===== src/hdl/bppt_pkg.sv =====
`default_nettype none
// ---------------------------------------------------------------------------
// bppt_pkg
// Shared types and constants for the burst power period table builder.
// ---------------------------------------------------------------------------
package bppt_pkg;

    localparam int PW    = 7;   // power percent
    localparam int TOPW  = 24;  // counter TOP word
    localparam int CCW   = 25;  // carrier clocks
    localparam int LHW   = 12;  // candidate period totals
    localparam int NCW   = 14;  // candidate power units
    localparam int DVW   = 32;  // divider dividend / quotient
    localparam int DSW   = 25;  // divider divisor / remainder
    localparam int MW    = 25;  // multiplier operand
    localparam int CFGIW = 3;
    localparam int CFGDW = 25;

    localparam logic [CFGIW-1:0] REG_STARTUP_PERIODS = 3'd0;
    localparam logic [CFGIW-1:0] REG_STARTUP_POWER   = 3'd1;
    localparam logic [CFGIW-1:0] REG_MIN_POWER       = 3'd2;
    localparam logic [CFGIW-1:0] REG_MAX_POWER       = 3'd3;
    localparam logic [CFGIW-1:0] REG_CONT_POWER      = 3'd4;
    localparam logic [CFGIW-1:0] REG_MIN_BLANK       = 3'd5;
    localparam logic [CFGIW-1:0] REG_CARRIER_CLOCKS  = 3'd6;
    localparam logic [CFGIW-1:0] REG_MAX_TOP         = 3'd7;

    typedef enum logic [4:0] {
        ST_IDLE, ST_CHK, ST_BR, ST_A_WAIT, ST_A_LOHI, ST_B_CHK, ST_B_WAIT,
        ST_B_LOHI, ST_N_PA, ST_N_PB, ST_N_EC, ST_N_EB, ST_N_TC, ST_N_TB,
        ST_N_DEC, ST_FIN, ST_BL_CHK, ST_BL_MAXB_WAIT, ST_BL_MAXB,
        ST_BL_CHUNK_WAIT, ST_BL_CLAMP, ST_BL_MIN, ST_BL_BASE_WAIT, ST_BL_BASE,
        ST_BL_TOP, ST_BL_TOP1, ST_FAIL, ST_EMIT
    } t_state;

    typedef enum logic [4:0] {
        CMD_NONE, CMD_LOAD, CMD_CHK, CMD_BR, CMD_A_LOHI, CMD_B_CHK, CMD_B_LOHI,
        CMD_N_PA, CMD_N_PB, CMD_N_EC, CMD_N_EB, CMD_N_TC, CMD_N_TB, CMD_N_DEC,
        CMD_FIN, CMD_BL_CHK, CMD_BL_MAXB, CMD_BL_CLAMP, CMD_BL_MIN,
        CMD_BL_BASE, CMD_BL_TOP, CMD_BL_TOP1, CMD_FAIL, CMD_EMIT
    } t_cmd;

    typedef struct packed {
        logic p_zero;
        logic base_fail;
        logic cont;
        logic branch_a;
        logic full;
        logic p_ge_max;
        logic hi_ne_lo;
        logic maxb_bad;
        logic blank_zero;
        logic base_bad;
        logic div_busy;
        logic out_free;
        logic emit_last;
    } t_status;

endpackage
`default_nettype wire


===== src/hdl/bppt_div.sv =====
`default_nettype none
// ---------------------------------------------------------------------------
// bppt_div
// Restoring divider, one quotient bit per cycle.
// ---------------------------------------------------------------------------
module bppt_div
    import bppt_pkg::*;
(
    input  wire logic           i_clk,
    input  wire logic           i_rst_n,
    input  wire logic           i_start,
    input  wire logic [DVW-1:0] i_dividend,
    input  wire logic [DSW-1:0] i_divisor,
    output logic                o_busy,
    output logic [DVW-1:0]      o_quotient,
    output logic [DSW-1:0]      o_remainder
);

    localparam int CNTW = $clog2(DVW + 1);

    logic [CNTW-1:0] r_cnt;
    logic [DVW-1:0]  r_quo;
    logic [DSW:0]    r_rem;
    logic [DSW-1:0]  r_dsr;
    logic [DSW:0]    shifted;
    logic            take;

    always_comb begin
        shifted = {r_rem[DSW-1:0], r_quo[DVW-1]};
        take    = shifted >= {1'b0, r_dsr};
    end

    always_ff @(posedge i_clk) begin
        if (!i_rst_n) begin
            r_cnt <= '0;
        end else if (i_start) begin
            r_cnt <= CNTW'(DVW);
        end else if (r_cnt != '0) begin
            r_cnt <= r_cnt - 1'b1;
        end
    end

    always_ff @(posedge i_clk) begin
        if (i_start) begin
            r_quo <= i_dividend;
            r_rem <= '0;
            r_dsr <= i_divisor;
        end else if (r_cnt != '0) begin
            r_quo <= {r_quo[DVW-2:0], take};
            r_rem <= take ? (shifted - {1'b0, r_dsr}) : shifted;
        end
    end

    assign o_busy      = (r_cnt != '0);
    assign o_quotient  = r_quo;
    assign o_remainder = r_rem[DSW-1:0];

endmodule
`default_nettype wire


===== src/hdl/bppt_ctrl.sv =====
`default_nettype none
// ---------------------------------------------------------------------------
// bppt_ctrl
// Sequencer for clamping, burst sizing, blank splitting and table output.
// ---------------------------------------------------------------------------
module bppt_ctrl
    import bppt_pkg::*;
(
    input  wire logic    i_clk,
    input  wire logic    i_rst_n,
    input  wire logic    i_in_valid,
    input  wire t_status i_status,
    output logic         o_in_ready,
    output t_cmd         o_cmd
);

    t_state r_state, n_state;

    always_ff @(posedge i_clk) begin
        if (!i_rst_n) begin
            r_state <= ST_IDLE;
        end else begin
            r_state <= n_state;
        end
    end

    always_comb begin
        n_state = r_state;
        unique case (r_state)
            ST_IDLE:          if (i_in_valid) n_state = ST_CHK;
            ST_CHK: begin
                if (i_status.p_zero)         n_state = ST_EMIT;
                else if (i_status.base_fail) n_state = ST_FAIL;
                else if (i_status.cont)      n_state = ST_EMIT;
                else                         n_state = ST_BR;
            end
            ST_BR:            n_state = i_status.branch_a ? ST_A_WAIT : ST_B_CHK;
            ST_A_WAIT:        if (!i_status.div_busy) n_state = ST_A_LOHI;
            ST_A_LOHI:        n_state = i_status.hi_ne_lo ? ST_N_PA : ST_FIN;
            ST_B_CHK: begin
                if (i_status.full)          n_state = ST_FAIL;
                else if (i_status.p_ge_max) n_state = ST_FIN;
                else                        n_state = ST_B_WAIT;
            end
            ST_B_WAIT:        if (!i_status.div_busy) n_state = ST_B_LOHI;
            ST_B_LOHI:        n_state = i_status.hi_ne_lo ? ST_N_PA : ST_FIN;
            ST_N_PA:          n_state = ST_N_PB;
            ST_N_PB:          n_state = ST_N_EC;
            ST_N_EC:          n_state = ST_N_EB;
            ST_N_EB:          n_state = ST_N_TC;
            ST_N_TC:          n_state = ST_N_TB;
            ST_N_TB:          n_state = ST_N_DEC;
            ST_N_DEC:         n_state = ST_FIN;
            ST_FIN:           n_state = ST_BL_CHK;
            ST_BL_CHK:        n_state = i_status.full ? ST_FAIL : ST_BL_MAXB_WAIT;
            ST_BL_MAXB_WAIT:  if (!i_status.div_busy) n_state = ST_BL_MAXB;
            ST_BL_MAXB: begin
                if (i_status.maxb_bad)        n_state = ST_FAIL;
                else if (i_status.blank_zero) n_state = ST_EMIT;
                else                          n_state = ST_BL_CHUNK_WAIT;
            end
            ST_BL_CHUNK_WAIT: if (!i_status.div_busy) n_state = ST_BL_CLAMP;
            ST_BL_CLAMP:      n_state = ST_BL_MIN;
            ST_BL_MIN:        n_state = ST_BL_BASE_WAIT;
            ST_BL_BASE_WAIT:  if (!i_status.div_busy) n_state = ST_BL_BASE;
            ST_BL_BASE:       n_state = i_status.base_bad ? ST_FAIL : ST_BL_TOP;
            ST_BL_TOP:        n_state = ST_BL_TOP1;
            ST_BL_TOP1:       n_state = ST_EMIT;
            ST_FAIL:          n_state = ST_EMIT;
            ST_EMIT:          if (i_status.out_free && i_status.emit_last) n_state = ST_IDLE;
            default:          n_state = ST_IDLE;
        endcase
    end

    always_comb begin
        o_in_ready = 1'b0;
        o_cmd      = CMD_NONE;
        unique case (r_state)
            ST_IDLE: begin
                o_in_ready = 1'b1;
                o_cmd      = i_in_valid ? CMD_LOAD : CMD_NONE;
            end
            ST_CHK:      o_cmd = CMD_CHK;
            ST_BR:       o_cmd = CMD_BR;
            ST_A_LOHI:   o_cmd = CMD_A_LOHI;
            ST_B_CHK:    o_cmd = CMD_B_CHK;
            ST_B_LOHI:   o_cmd = CMD_B_LOHI;
            ST_N_PA:     o_cmd = CMD_N_PA;
            ST_N_PB:     o_cmd = CMD_N_PB;
            ST_N_EC:     o_cmd = CMD_N_EC;
            ST_N_EB:     o_cmd = CMD_N_EB;
            ST_N_TC:     o_cmd = CMD_N_TC;
            ST_N_TB:     o_cmd = CMD_N_TB;
            ST_N_DEC:    o_cmd = CMD_N_DEC;
            ST_FIN:      o_cmd = CMD_FIN;
            ST_BL_CHK:   o_cmd = CMD_BL_CHK;
            ST_BL_MAXB:  o_cmd = CMD_BL_MAXB;
            ST_BL_CLAMP: o_cmd = CMD_BL_CLAMP;
            ST_BL_MIN:   o_cmd = CMD_BL_MIN;
            ST_BL_BASE:  o_cmd = CMD_BL_BASE;
            ST_BL_TOP:   o_cmd = CMD_BL_TOP;
            ST_BL_TOP1:  o_cmd = CMD_BL_TOP1;
            ST_FAIL:     o_cmd = CMD_FAIL;
            ST_EMIT:     o_cmd = CMD_EMIT;
            default:     o_cmd = CMD_NONE;
        endcase
    end

endmodule
`default_nettype wire


===== src/hdl/bppt_dp.sv =====
`default_nettype none
// ---------------------------------------------------------------------------
// bppt_dp
// Datapath: config registers, shared multiplier and divider, output register.
// ---------------------------------------------------------------------------
module bppt_dp
    import bppt_pkg::*;
#(
    parameter int TABLE_ENTRIES = 32
) (
    input  wire logic             i_clk,
    input  wire logic             i_rst_n,
    input  wire t_cmd             i_cmd,
    output t_status               o_status,
    input  wire logic             i_cfg_valid,
    input  wire logic [CFGIW-1:0] i_cfg_index,
    input  wire logic [CFGDW-1:0] i_cfg_data,
    input  wire logic [7:0]       i_power_request,
    input  wire logic             i_out_ready,
    output logic                  o_out_valid,
    output logic                  o_has_entry,
    output logic [TOPW-1:0]       o_top_value,
    output logic                  o_last,
    output logic                  o_failed,
    output logic [PW-1:0]         o_applied_power
);

    localparam int CW = $clog2(TABLE_ENTRIES + 1);
    localparam logic [CW-1:0] TE_C = CW'(TABLE_ENTRIES);

    function automatic logic [DVW-1:0] absdiff(input logic [DVW-1:0] a,
                                               input logic [DVW-1:0] b);
        return (a >= b) ? (a - b) : (b - a);
    endfunction

    // configuration
    logic [4:0]      r_sp;
    logic [PW-1:0]   r_spp, r_minp, r_maxp, r_contp;
    logic [7:0]      r_mbp;
    logic [CCW-1:0]  r_cc;
    logic [TOPW-1:0] r_mct;

    // working registers
    logic [PW-1:0]   r_p;
    logic [LHW-1:0]  r_units;
    logic [8:0]      r_bt;
    logic [15:0]     r_num;
    logic            r_is_a;
    logic [LHW-1:0]  r_lo, r_hi, r_best, r_dc, r_db;
    logic [NCW-1:0]  r_nc, r_nb;
    logic [DVW-1:0]  r_ma, r_mb, r_ec, r_eb;
    logic [DVW-1:0]  r_blank;
    logic [CW-1:0]   r_nfull, r_chunks, r_longer, r_idx;
    logic [DSW-1:0]  r_maxb, r_base;
    logic [TOPW-1:0] r_topf, r_topb, r_topb1;
    logic            r_fail;

    logic            r_out_valid;
    logic            r_has, r_last, r_failed;
    logic [TOPW-1:0] r_top;
    logic [PW-1:0]   r_applied;

    // divider
    logic           div_start, div_busy;
    logic [DVW-1:0] div_a, div_q;
    logic [DSW-1:0] div_b, div_r;

    bppt_div u_div (
        .i_clk       (i_clk),
        .i_rst_n     (i_rst_n),
        .i_start     (div_start),
        .i_dividend  (div_a),
        .i_divisor   (div_b),
        .o_busy      (div_busy),
        .o_quotient  (div_q),
        .o_remainder (div_r)
    );

    // combinational helpers
    logic [PW-1:0]     clamp_p, cap_p;
    logic [CCW-1:0]    topf_c;
    logic [15:0]       pbt;
    logic              rem_nz, full, p_ge_max, branch_a;
    logic [CW-1:0]     maxx, avail, b_lo, b_hi, total, jdx;
    logic [LHW-1:0]    a_lo, a_hi;
    logic [NCW-1:0]    b_nc_hi, b_nc_lo;
    logic [MW-1:0]     mul_a, mul_b;
    logic [2*MW-1:0]   prod;
    logic              pick, maxb_bad, base_bad, out_free, emit_last;
    logic [DVW-1:0]    blank_m, chunks_c, mb, blank_f;
    logic [TOPW-1:0]   entry_top;

    always_comb begin
        cap_p   = ({1'b0, i_power_request} > {2'b0, r_maxp}) ? r_maxp
                                                          : i_power_request[PW-1:0];
        clamp_p = (cap_p != '0 && cap_p < r_minp) ? r_minp : cap_p;

        topf_c   = r_cc - 1'b1;
        pbt      = 16'(r_p) * 16'(r_bt);
        branch_a = pbt <= 16'(r_units);
        rem_nz   = (div_r != '0);
        full     = r_nfull >= TE_C;
        p_ge_max = r_p >= r_maxp;
        maxx     = TE_C - r_nfull - 1'b1;
        avail    = TE_C - r_nfull;

        a_lo = (div_q[LHW-1:0] < LHW'(r_bt)) ? LHW'(r_bt) : div_q[LHW-1:0];
        a_hi = a_lo + LHW'(rem_nz);

        b_lo    = (div_q > DVW'(maxx)) ? maxx : div_q[CW-1:0];
        b_hi    = b_lo + CW'(rem_nz && (b_lo < maxx));
        b_nc_hi = NCW'(r_units) + NCW'(b_hi) * NCW'(r_maxp);
        b_nc_lo = NCW'(r_units) + NCW'(b_lo) * NCW'(r_maxp);

        // one shared multiplier
        mul_a = '0;
        mul_b = '0;
        case (i_cmd)
            CMD_N_PA:     begin mul_a = MW'(r_p);  mul_b = MW'(r_dc); end
            CMD_N_PB:     begin mul_a = MW'(r_p);  mul_b = MW'(r_db); end
            CMD_N_EC:     begin
                mul_a = MW'(absdiff(DVW'(r_nc), r_ma));
                mul_b = MW'(r_db);
            end
            CMD_N_EB:     begin
                mul_a = MW'(absdiff(DVW'(r_nb), r_mb));
                mul_b = MW'(r_dc);
            end
            CMD_N_TC:     begin mul_a = MW'(r_nc); mul_b = MW'(r_db); end
            CMD_N_TB:     begin mul_a = MW'(r_nb); mul_b = MW'(r_dc); end
            CMD_BL_CLAMP: begin mul_a = r_maxb;    mul_b = MW'(avail); end
            CMD_BL_TOP:   begin mul_a = r_base;    mul_b = r_cc; end
            default:      begin mul_a = '0;        mul_b = '0; end
        endcase
        prod = mul_a * mul_b;

        // tie goes to the lower modeled power
        pick = (r_ec != r_eb) ? (r_ec < r_eb) : (r_ma < r_mb);

        maxb_bad = (div_q == '0) || (div_q < DVW'(r_mbp));
        blank_m  = (r_blank < DVW'(r_mbp)) ? DVW'(r_mbp) : r_blank;
        chunks_c = div_q + DVW'(rem_nz);
        mb       = DVW'(16'(r_chunks) * 16'(r_mbp));
        blank_f  = (r_blank < mb) ? mb : r_blank;
        base_bad = (div_q < DVW'(r_mbp)) || ((div_q + DVW'(rem_nz)) > DVW'(r_maxb));

        total     = r_nfull + r_chunks;
        jdx       = r_idx - r_nfull;
        entry_top = (r_idx < r_nfull) ? r_topf : ((jdx < r_longer) ? r_topb1 : r_topb);
        out_free  = !r_out_valid || i_out_ready;
        emit_last = r_fail || (total == '0) || (r_idx == total - 1'b1);

        div_start = 1'b0;
        div_a     = '0;
        div_b     = '0;
        case (i_cmd)
            CMD_BR: begin
                div_start = branch_a;
                div_a     = DVW'(r_units);
                div_b     = DSW'(r_p);
            end
            CMD_B_CHK: begin
                div_start = !full && !p_ge_max;
                div_a     = DVW'(r_num);
                div_b     = DSW'(r_maxp - r_p);
            end
            CMD_BL_CHK: begin
                div_start = !full;
                div_a     = DVW'(r_mct) + 1'b1;
                div_b     = r_cc;
            end
            CMD_BL_MAXB: begin
                div_start = !maxb_bad && (blank_m != '0);
                div_a     = blank_m;
                div_b     = div_q[DSW-1:0];
            end
            CMD_BL_MIN: begin
                div_start = 1'b1;
                div_a     = blank_f;
                div_b     = DSW'(r_chunks);
            end
            default: begin
                div_start = 1'b0;
            end
        endcase
    end

    always_comb begin
        o_status.p_zero     = (r_p == '0);
        o_status.base_fail  = (r_cc == '0) || (8'(r_sp) > 8'(TABLE_ENTRIES)) ||
                              (topf_c > {1'b0, r_mct});
        o_status.cont       = r_p >= r_contp;
        o_status.branch_a   = branch_a;
        o_status.full       = full;
        o_status.p_ge_max   = p_ge_max;
        o_status.hi_ne_lo   = r_is_a ? rem_nz : (b_hi != b_lo);
        o_status.maxb_bad   = maxb_bad;
        o_status.blank_zero = (blank_m == '0);
        o_status.base_bad   = base_bad;
        o_status.div_busy   = div_busy;
        o_status.out_free   = out_free;
        o_status.emit_last  = emit_last;
    end

    // configuration registers
    always_ff @(posedge i_clk) begin
        if (!i_rst_n) begin
            r_sp    <= 5'd8;
            r_spp   <= 7'd50;
            r_minp  <= 7'd5;
            r_maxp  <= 7'd100;
            r_contp <= 7'd90;
            r_mbp   <= 8'd2;
            r_cc    <= 25'd480;
            r_mct   <= 24'hFFFFFF;
        end else if (i_cfg_valid) begin
            unique case (i_cfg_index)
                REG_STARTUP_PERIODS: r_sp    <= i_cfg_data[4:0];
                REG_STARTUP_POWER:   r_spp   <= i_cfg_data[PW-1:0];
                REG_MIN_POWER:       r_minp  <= i_cfg_data[PW-1:0];
                REG_MAX_POWER:       r_maxp  <= i_cfg_data[PW-1:0];
                REG_CONT_POWER:      r_contp <= i_cfg_data[PW-1:0];
                REG_MIN_BLANK:       r_mbp   <= i_cfg_data[7:0];
                REG_CARRIER_CLOCKS:  r_cc    <= i_cfg_data[CCW-1:0];
                REG_MAX_TOP:         r_mct   <= i_cfg_data[TOPW-1:0];
            endcase
        end
    end

    // working registers
    always_ff @(posedge i_clk) begin
        case (i_cmd)
            CMD_LOAD: r_p <= clamp_p;
            CMD_CHK: begin
                r_units  <= LHW'(r_sp) * LHW'(r_spp);
                r_bt     <= 9'(r_sp) + 9'(r_mbp);
                r_topf   <= topf_c[TOPW-1:0];
                r_nfull  <= (r_p == '0) ? '0 : CW'(r_sp);
                r_chunks <= '0;
                r_longer <= '0;
                r_idx    <= '0;
                r_fail   <= 1'b0;
                r_blank  <= DVW'(r_mbp);
            end
            CMD_BR: begin
                r_is_a <= branch_a;
                r_num  <= pbt - 16'(r_units);
            end
            CMD_A_LOHI: begin
                r_lo   <= a_lo;
                r_hi   <= a_hi;
                r_best <= a_lo;
                r_nc   <= NCW'(r_units);
                r_nb   <= NCW'(r_units);
                r_dc   <= a_hi;
                r_db   <= a_lo;
            end
            CMD_B_CHK:  r_best <= LHW'(maxx);
            CMD_B_LOHI: begin
                r_lo   <= LHW'(b_lo);
                r_hi   <= LHW'(b_hi);
                r_best <= LHW'(b_lo);
                r_nc   <= b_nc_hi;
                r_nb   <= b_nc_lo;
                r_dc   <= LHW'(r_bt) + LHW'(b_hi);
                r_db   <= LHW'(r_bt) + LHW'(b_lo);
            end
            CMD_N_PA: r_ma <= DVW'(prod);
            CMD_N_PB: r_mb <= DVW'(prod);
            CMD_N_EC: r_ec <= DVW'(prod);
            CMD_N_EB: r_eb <= DVW'(prod);
            CMD_N_TC: r_ma <= DVW'(prod);
            CMD_N_TB: r_mb <= DVW'(prod);
            CMD_N_DEC: r_best <= pick ? r_hi : r_lo;
            CMD_FIN: begin
                if (r_is_a) begin
                    r_blank <= DVW'(r_best - LHW'(r_sp));
                end else begin
                    r_nfull <= r_nfull + CW'(r_best);
                end
            end
            CMD_BL_MAXB: begin
                r_maxb  <= div_q[DSW-1:0];
                r_blank <= blank_m;
            end
            CMD_BL_CLAMP: begin
                if (chunks_c > DVW'(avail)) begin
                    r_chunks <= avail;
                    r_blank  <= DVW'(prod);
                end else begin
                    r_chunks <= chunks_c[CW-1:0];
                end
            end
            CMD_BL_MIN:  r_blank <= blank_f;
            CMD_BL_BASE: begin
                r_base   <= div_q[DSW-1:0];
                r_longer <= div_r[CW-1:0];
            end
            CMD_BL_TOP:  r_topb  <= TOPW'(prod[CCW-1:0] - 1'b1);
            CMD_BL_TOP1: r_topb1 <= r_topb + r_cc[TOPW-1:0];
            CMD_FAIL:    r_fail  <= 1'b1;
            CMD_EMIT:    if (out_free) r_idx <= r_idx + 1'b1;
            default: begin
            end
        endcase
    end

    // output register
    always_ff @(posedge i_clk) begin
        if (!i_rst_n) begin
            r_out_valid <= 1'b0;
        end else if (i_cmd == CMD_EMIT && out_free) begin
            r_out_valid <= 1'b1;
        end else if (i_out_ready) begin
            r_out_valid <= 1'b0;
        end
    end

    always_ff @(posedge i_clk) begin
        if (i_cmd == CMD_EMIT && out_free) begin
            r_applied <= r_p;
            if (r_fail || total == '0) begin
                r_has    <= 1'b0;
                r_top    <= '0;
                r_last   <= 1'b1;
                r_failed <= r_fail;
            end else begin
                r_has    <= 1'b1;
                r_top    <= entry_top;
                r_last   <= (r_idx == total - 1'b1);
                r_failed <= 1'b0;
            end
        end
    end

    assign o_out_valid     = r_out_valid;
    assign o_has_entry     = r_has;
    assign o_top_value     = r_top;
    assign o_last          = r_last;
    assign o_failed        = r_failed;
    assign o_applied_power = r_applied;

endmodule
`default_nettype wire


===== src/hdl/burst_power_period_table_builder.sv =====
`default_nettype none
// ---------------------------------------------------------------------------
// burst_power_period_table_builder
// Clamps a power request and streams the burst table of PWM TOP words.
// ---------------------------------------------------------------------------
//  channel  | direction | handshake                 | payload
//  ---------+-----------+---------------------------+---------------------------
//  in       | sink      | i_in_valid / o_in_ready   | i_power_request
//  out      | source    | o_out_valid / i_out_ready | has_entry, top_value, last,
//           |           |                           | failed, applied_power
//  cfg      | sink      | i_cfg_valid / o_cfg_ready | i_cfg_index, i_cfg_data
//
// A zero-power request goes straight from the first check to the emit state; a
// configuration fault found at once passes the fail state first. The 32-step
// serial divider is used up to four times per request; table entries then leave
// at one per cycle while the output is not stalled.
// One request is worked at a time; the next is taken once the last item of the
// previous one sits in the output register.
// Reset is synchronous and restores the default configuration.
// A stalled output holds the sequencer in its emit state.
// ---------------------------------------------------------------------------
module burst_power_period_table_builder
    import bppt_pkg::*;
#(
    parameter int TABLE_ENTRIES = 32
) (
    input  wire logic             i_clk,
    input  wire logic             i_rst_n,
    input  wire logic             i_in_valid,
    output logic                  o_in_ready,
    input  wire logic [7:0]       i_power_request,
    output logic                  o_out_valid,
    input  wire logic             i_out_ready,
    output logic                  o_has_entry,
    output logic [TOPW-1:0]       o_top_value,
    output logic                  o_last,
    output logic                  o_failed,
    output logic [PW-1:0]         o_applied_power,
    input  wire logic             i_cfg_valid,
    output logic                  o_cfg_ready,
    input  wire logic [CFGIW-1:0] i_cfg_index,
    input  wire logic [CFGDW-1:0] i_cfg_data
);

    t_cmd    cmd;
    t_status status;

    assign o_cfg_ready = 1'b1;

    bppt_ctrl u_ctrl (
        .i_clk      (i_clk),
        .i_rst_n    (i_rst_n),
        .i_in_valid (i_in_valid),
        .i_status   (status),
        .o_in_ready (o_in_ready),
        .o_cmd      (cmd)
    );

    bppt_dp #(
        .TABLE_ENTRIES (TABLE_ENTRIES)
    ) u_dp (
        .i_clk           (i_clk),
        .i_rst_n         (i_rst_n),
        .i_cmd           (cmd),
        .o_status        (status),
        .i_cfg_valid     (i_cfg_valid),
        .i_cfg_index     (i_cfg_index),
        .i_cfg_data      (i_cfg_data),
        .i_power_request (i_power_request),
        .i_out_ready     (i_out_ready),
        .o_out_valid     (o_out_valid),
        .o_has_entry     (o_has_entry),
        .o_top_value     (o_top_value),
        .o_last          (o_last),
        .o_failed        (o_failed),
        .o_applied_power (o_applied_power)
    );

    a_fail_single: assert property (@(posedge i_clk) disable iff (!i_rst_n)
        (o_out_valid && o_failed) |-> (o_last && !o_has_entry))
        else $error("failed item not a lone final item");

    a_no_entry_zero: assert property (@(posedge i_clk) disable iff (!i_rst_n)
        (o_out_valid && !o_has_entry) |-> (o_top_value == '0 && o_last))
        else $error("entry-less item carries a top value");

    a_one_at_a_time: assert property (@(posedge i_clk) disable iff (!i_rst_n)
        (i_in_valid && o_in_ready) |=> !o_in_ready)
        else $error("second request taken while one is in work");

    a_no_div_in_idle: assert property (@(posedge i_clk) disable iff (!i_rst_n)
        o_in_ready |-> !status.div_busy)
        else $error("divider busy while idle");

endmodule
`default_nettype wire

===== config.mk =====
export PLATFORM = sky130hd
export DESIGN_NAME = burst_power_period_table_builder
export DESIGN_NICKNAME = d
export VERILOG_FILES = /design/src/hdl/bppt_pkg.sv /design/src/hdl/bppt_div.sv /design/src/hdl/bppt_ctrl.sv /design/src/hdl/bppt_dp.sv /design/src/hdl/burst_power_period_table_builder.sv
export SDC_FILE = /design/constraint.sdc
export NUM_CORES = 2
export LEC_CHECK = 0
export ABC_CLOCK_PERIOD_IN_PS = 10000
export BUFFER_PORTS_ARGS = -buffer_cell sky130_fd_sc_hd__buf_2
export CORE_MARGIN = 4
export CORE_UTILIZATION = 40
export DETAILED_ROUTE_END_ITERATION = 12
export GPL_TIMING_DRIVEN = 0
export SLEW_MARGIN = 20
export SYNTH_ARGS = -nofsm -noshare
export SYNTH_HDL_FRONTEND = slang
export SYNTH_SLANG_ARGS = --single-unit

===== constraint.sdc =====
create_clock -name i_clk -period 10 [get_ports i_clk]
set_input_delay 1 -clock i_clk [delete_from_list [all_inputs] [get_ports i_clk]]
set_output_delay 1 -clock i_clk [all_outputs]
set_load 0.005 [all_outputs]

==> parameters.txt <==
Parameter                              Value

Route
  Final ANT Viol Nets    0
  Average wire per standard cell    26.6 um
  Mean number of vias per cell    5.70
  Drt initial violations    5412
  Pre-Repair DR Iteration Count    10
  Routed WL    246000 um
  Total via count in the routed design    52600
  Remaining DRCs    0

Outcome
  Outcome    finished with violations
  Violated checks    negative setup slack

Synth
  Post-synthesis average cell area    9.35 um2
  Seq cells post-synth    654
  Largest cells by area after synthesis    edfxtp_1 (25%), fa_1 (17%), ha_1 (12%), inv_1 (6.0%), nand2_1 (5.4%)
  Synth cell types    110
  Leading register cell type out of synthesis    edfxtp_1
  Gate count of the mapped netlist    6743
  Post-synth top area share    25.1%
  Number of enable flip-flop cells after synthesis    527
  Post-synth top cells    inv_1 (1011), nand2_1 (912), ha_1 (609)
  Seq/Total Area, Yosys    29.1%
  Synth warnings    0
  Netlist Area Pre-Place    63000 um2
  Most numerous cell in the Yosys netlist    inv_1
  Net count after synthesis    7918
  Share of flip-flops with an asynchronous set or reset after synthesis    0%
  Largest area contributor in the netlist    edfxtp_1

STA
  Setup repair after global routing missed its margin    yes
  Worst slew slack as a fraction of its limit    18.3%
  Period utilisation layout    103%
  Sum Neg Setup Slack    -2.41 ns
  F_max    0.0974 GHz
  Final Hold Violating Endpoints    0
  Post-layout minimum cycle time    10.27 ns
  Worst clock skew    0.0511 ns
  Count of final setup violators    19
  Worst-margin pin slew    1.22 ns
  Pins Over Slew Limit    0
  Worst Slack Setup Final    -0.270 ns
  Post-Route Hold Slack    0.487 ns

CTS
  CTS tree    built
  Total clock buffers created by CTS    78
  CTS Root Cell    clkbuf_16
  Hold_buf cts    0
  Clock latency at the later pin of the worst-skew pair    0.70 ns
  # clock sinks    654
  Buffers from clock root to sink, at most    3
  H-tree levels    3
  Clock slew at the register clock pins of the worst setup and hold paths    0.06 ns

Floorplan
  Floorplan die area    164000 um2
  Core Region    156000 um2
  Die Width    405 um
  Number of rows created at floorplan    145
  Number of ports placed on the die boundary    78
  Vertical die dimension    405 um
  Starting density of the core    40.3%

GRT
  Largest net degree at the start of global routing    48
  Initial antenna violation count    9
  Remaining global-route overflow    0
  GRT Overall Usage    29.7%
  Number of global-route vias before repair    52500
  First-pass GRT wire length    356000 um

Place
  Weighted congestion at the end of routability-driven global placement    1.01
  Post-DP HPWL    198000 um
  Number of buffer cells added on primary ports    71
  # placed instances    8919

Setup path
  Slowest cell on crit path    fa_1
  Data arrival, critical path    10.69 ns
  Kind of end point of the critical path    flop
  Critical-path maximum fanout    7
  Kind of start point of the critical path    flop
  Worst path buffer plus inverter count    10
  Top delay family on crit path    adder cells
  Critical path required time    10.42 ns
  Peak per-stage delay on the critical path    0.53 ns
  Critical path depth    40
  Logic depth of the worst register-to-register path    40
  Crit path kind    reg2reg
  Most common cell type on the critical path    fa_1

Final layout
  Fin nets    8288
  Area grow syn2layout    15.7%
  Fin util    46.6%
  Fraction of layout cells with a size suffix above 1    11.9%
  Final instance count without filler cells    9241

Hold path
  Hold WC Path Type    reg2reg
  Worst hold path depth    0

Power and ir drop
  IR drop worst, VDD    0.860 mV
  Final total power    24700 uW
  Leakage    0.0318 uW
  Cell Pwr Density    339 nW/um2

Run
  MaxCap Viol Count    0
[kinds of logic (layout without fill, tap and decap cells)]
logic type	count (synthesis)	after routing	share of synthesized area, %
muxes	115	115	1.90
AOI/OAI and AO/OA	1149	1149	12.3
DFF	654	654	29.1
buffers and inverters	1305	1739	7.88
xor gates and xnor gates	373	373	5.33
adders and majority gates	1134	1134	28.8
and+or+nand+nor	2012	2012	14.7
other	1	7	0.00595
[layout make-up]
cell class                 count  area, um2
buffer                       281       1580
multi-input combinational   4784      41500
clock buffer                 103       2130
inverter                    1018       3830
clock inverter                41        528
antenna                        6       15.0
timing repair buffer         296       2430
fill                       14900      83500
sequential                   654      18400
tap                         2058       2570
[cells in the final DEF, fill, tap and decap left out, drive strengths merged, types with 63 or more instances in the layout]
| cell type | netlist | layout |
|---|---|---|
| buf | 43 | 343 |
| o21ai | 232 | 232 |
| nand2 | 915 | 915 |
| xor2 | 96 | 96 |
| fa | 525 | 525 |
| xnor2 | 272 | 272 |
| nor3 | 84 | 84 |
| a21o | 113 | 113 |
| a21oi | 308 | 308 |
| nor2 | 370 | 370 |
| edfxtp | 527 | 527 |
| mux2i | 85 | 85 |
| nand3 | 113 | 113 |
| clkbuf | 244 | 337 |
| and2 | 203 | 203 |
| a211oi | 63 | 63 |
| inv | 1015 | 1019 |
| ha | 609 | 609 |
| dfxtp | 127 | 127 |
[state kept, by name, summed over array words and instances (netlist names), 25 cells and up]
register               count
u_dp.r_ec                 32
u_dp.r_mb                 32
u_dp.r_ma                 32
u_dp.r_maxb               25
u_dp.u_div.r_rem          25
u_dp.r_blank              32
u_dp.r_cc                 25
u_dp.u_div.r_dsr          25
u_dp.r_eb                 32
u_dp.r_base               25
u_dp.u_div.o_quotient     32
[worst paths after layout]
check | start | to | slack [ns]
max | u_dp.r_nb[0] | u_dp.r_blank[31] | -0.27
min | u_dp.u_div.o_quotient[20] | u_dp.r_base[20] | 0.49
max reg2reg | u_dp.r_nb[0] | u_dp.r_blank[31] | -0.27
min reg2reg | u_dp.u_div.o_quotient[20] | u_dp.r_base[20] | 0.49
[worst reg2reg max path: cells and delay by family, from the launching register on]
kind / cells / cell delay, ns
compound gates: 15 / 3.35
xor+xnor: 2 / 0.30
fa+ha+maj: 10 / 4.25
buf+inv: 10 / 0.96
flops: 1 / 0.43
simple gates: 3 / 0.71
[per-layer routing]
layer	GRT usage [%]	wire length [um]	up-vias
li1	-	-	23400
met1	37.5	96400	26200
met2	48.4	112000	2407
met3	4.51	19000	646
met4	17.2	18600	4
met5	0	27	-
[through the flow]
| step | setup WS (ns) | instance area, um2 |
|---|---|---|
| detailed placement | -4.72 | 66800 |
| floorplan | 0.0736 | 63000 |
| global placement | -4.46 | 66000 |
| CTS | -0.139 | 72100 |
| global route | -0.476 | 72900 |
| finish | -0.270 | 72900 |
[power by group]
| group | total, uW | internal [uW] | switching, uW |
|---|---|---|---|
| logic | 16900 | 6310 | 10600 |
| clock network | 2990 | 1730 | 1260 |
| registers | 4860 | 4140 | 725 |
| total | 24700 | 12200 | 12500 |
[repair_timing]
item	4_1_cts	5_1_grt
setup buffers	134	45
resized for setup	351	102
cloned	1	0
hold endpoints to repair	0	0
pin swaps	160	58
endpoints found under the setup margin	164	59
Power figures use the tool's default switching activity.
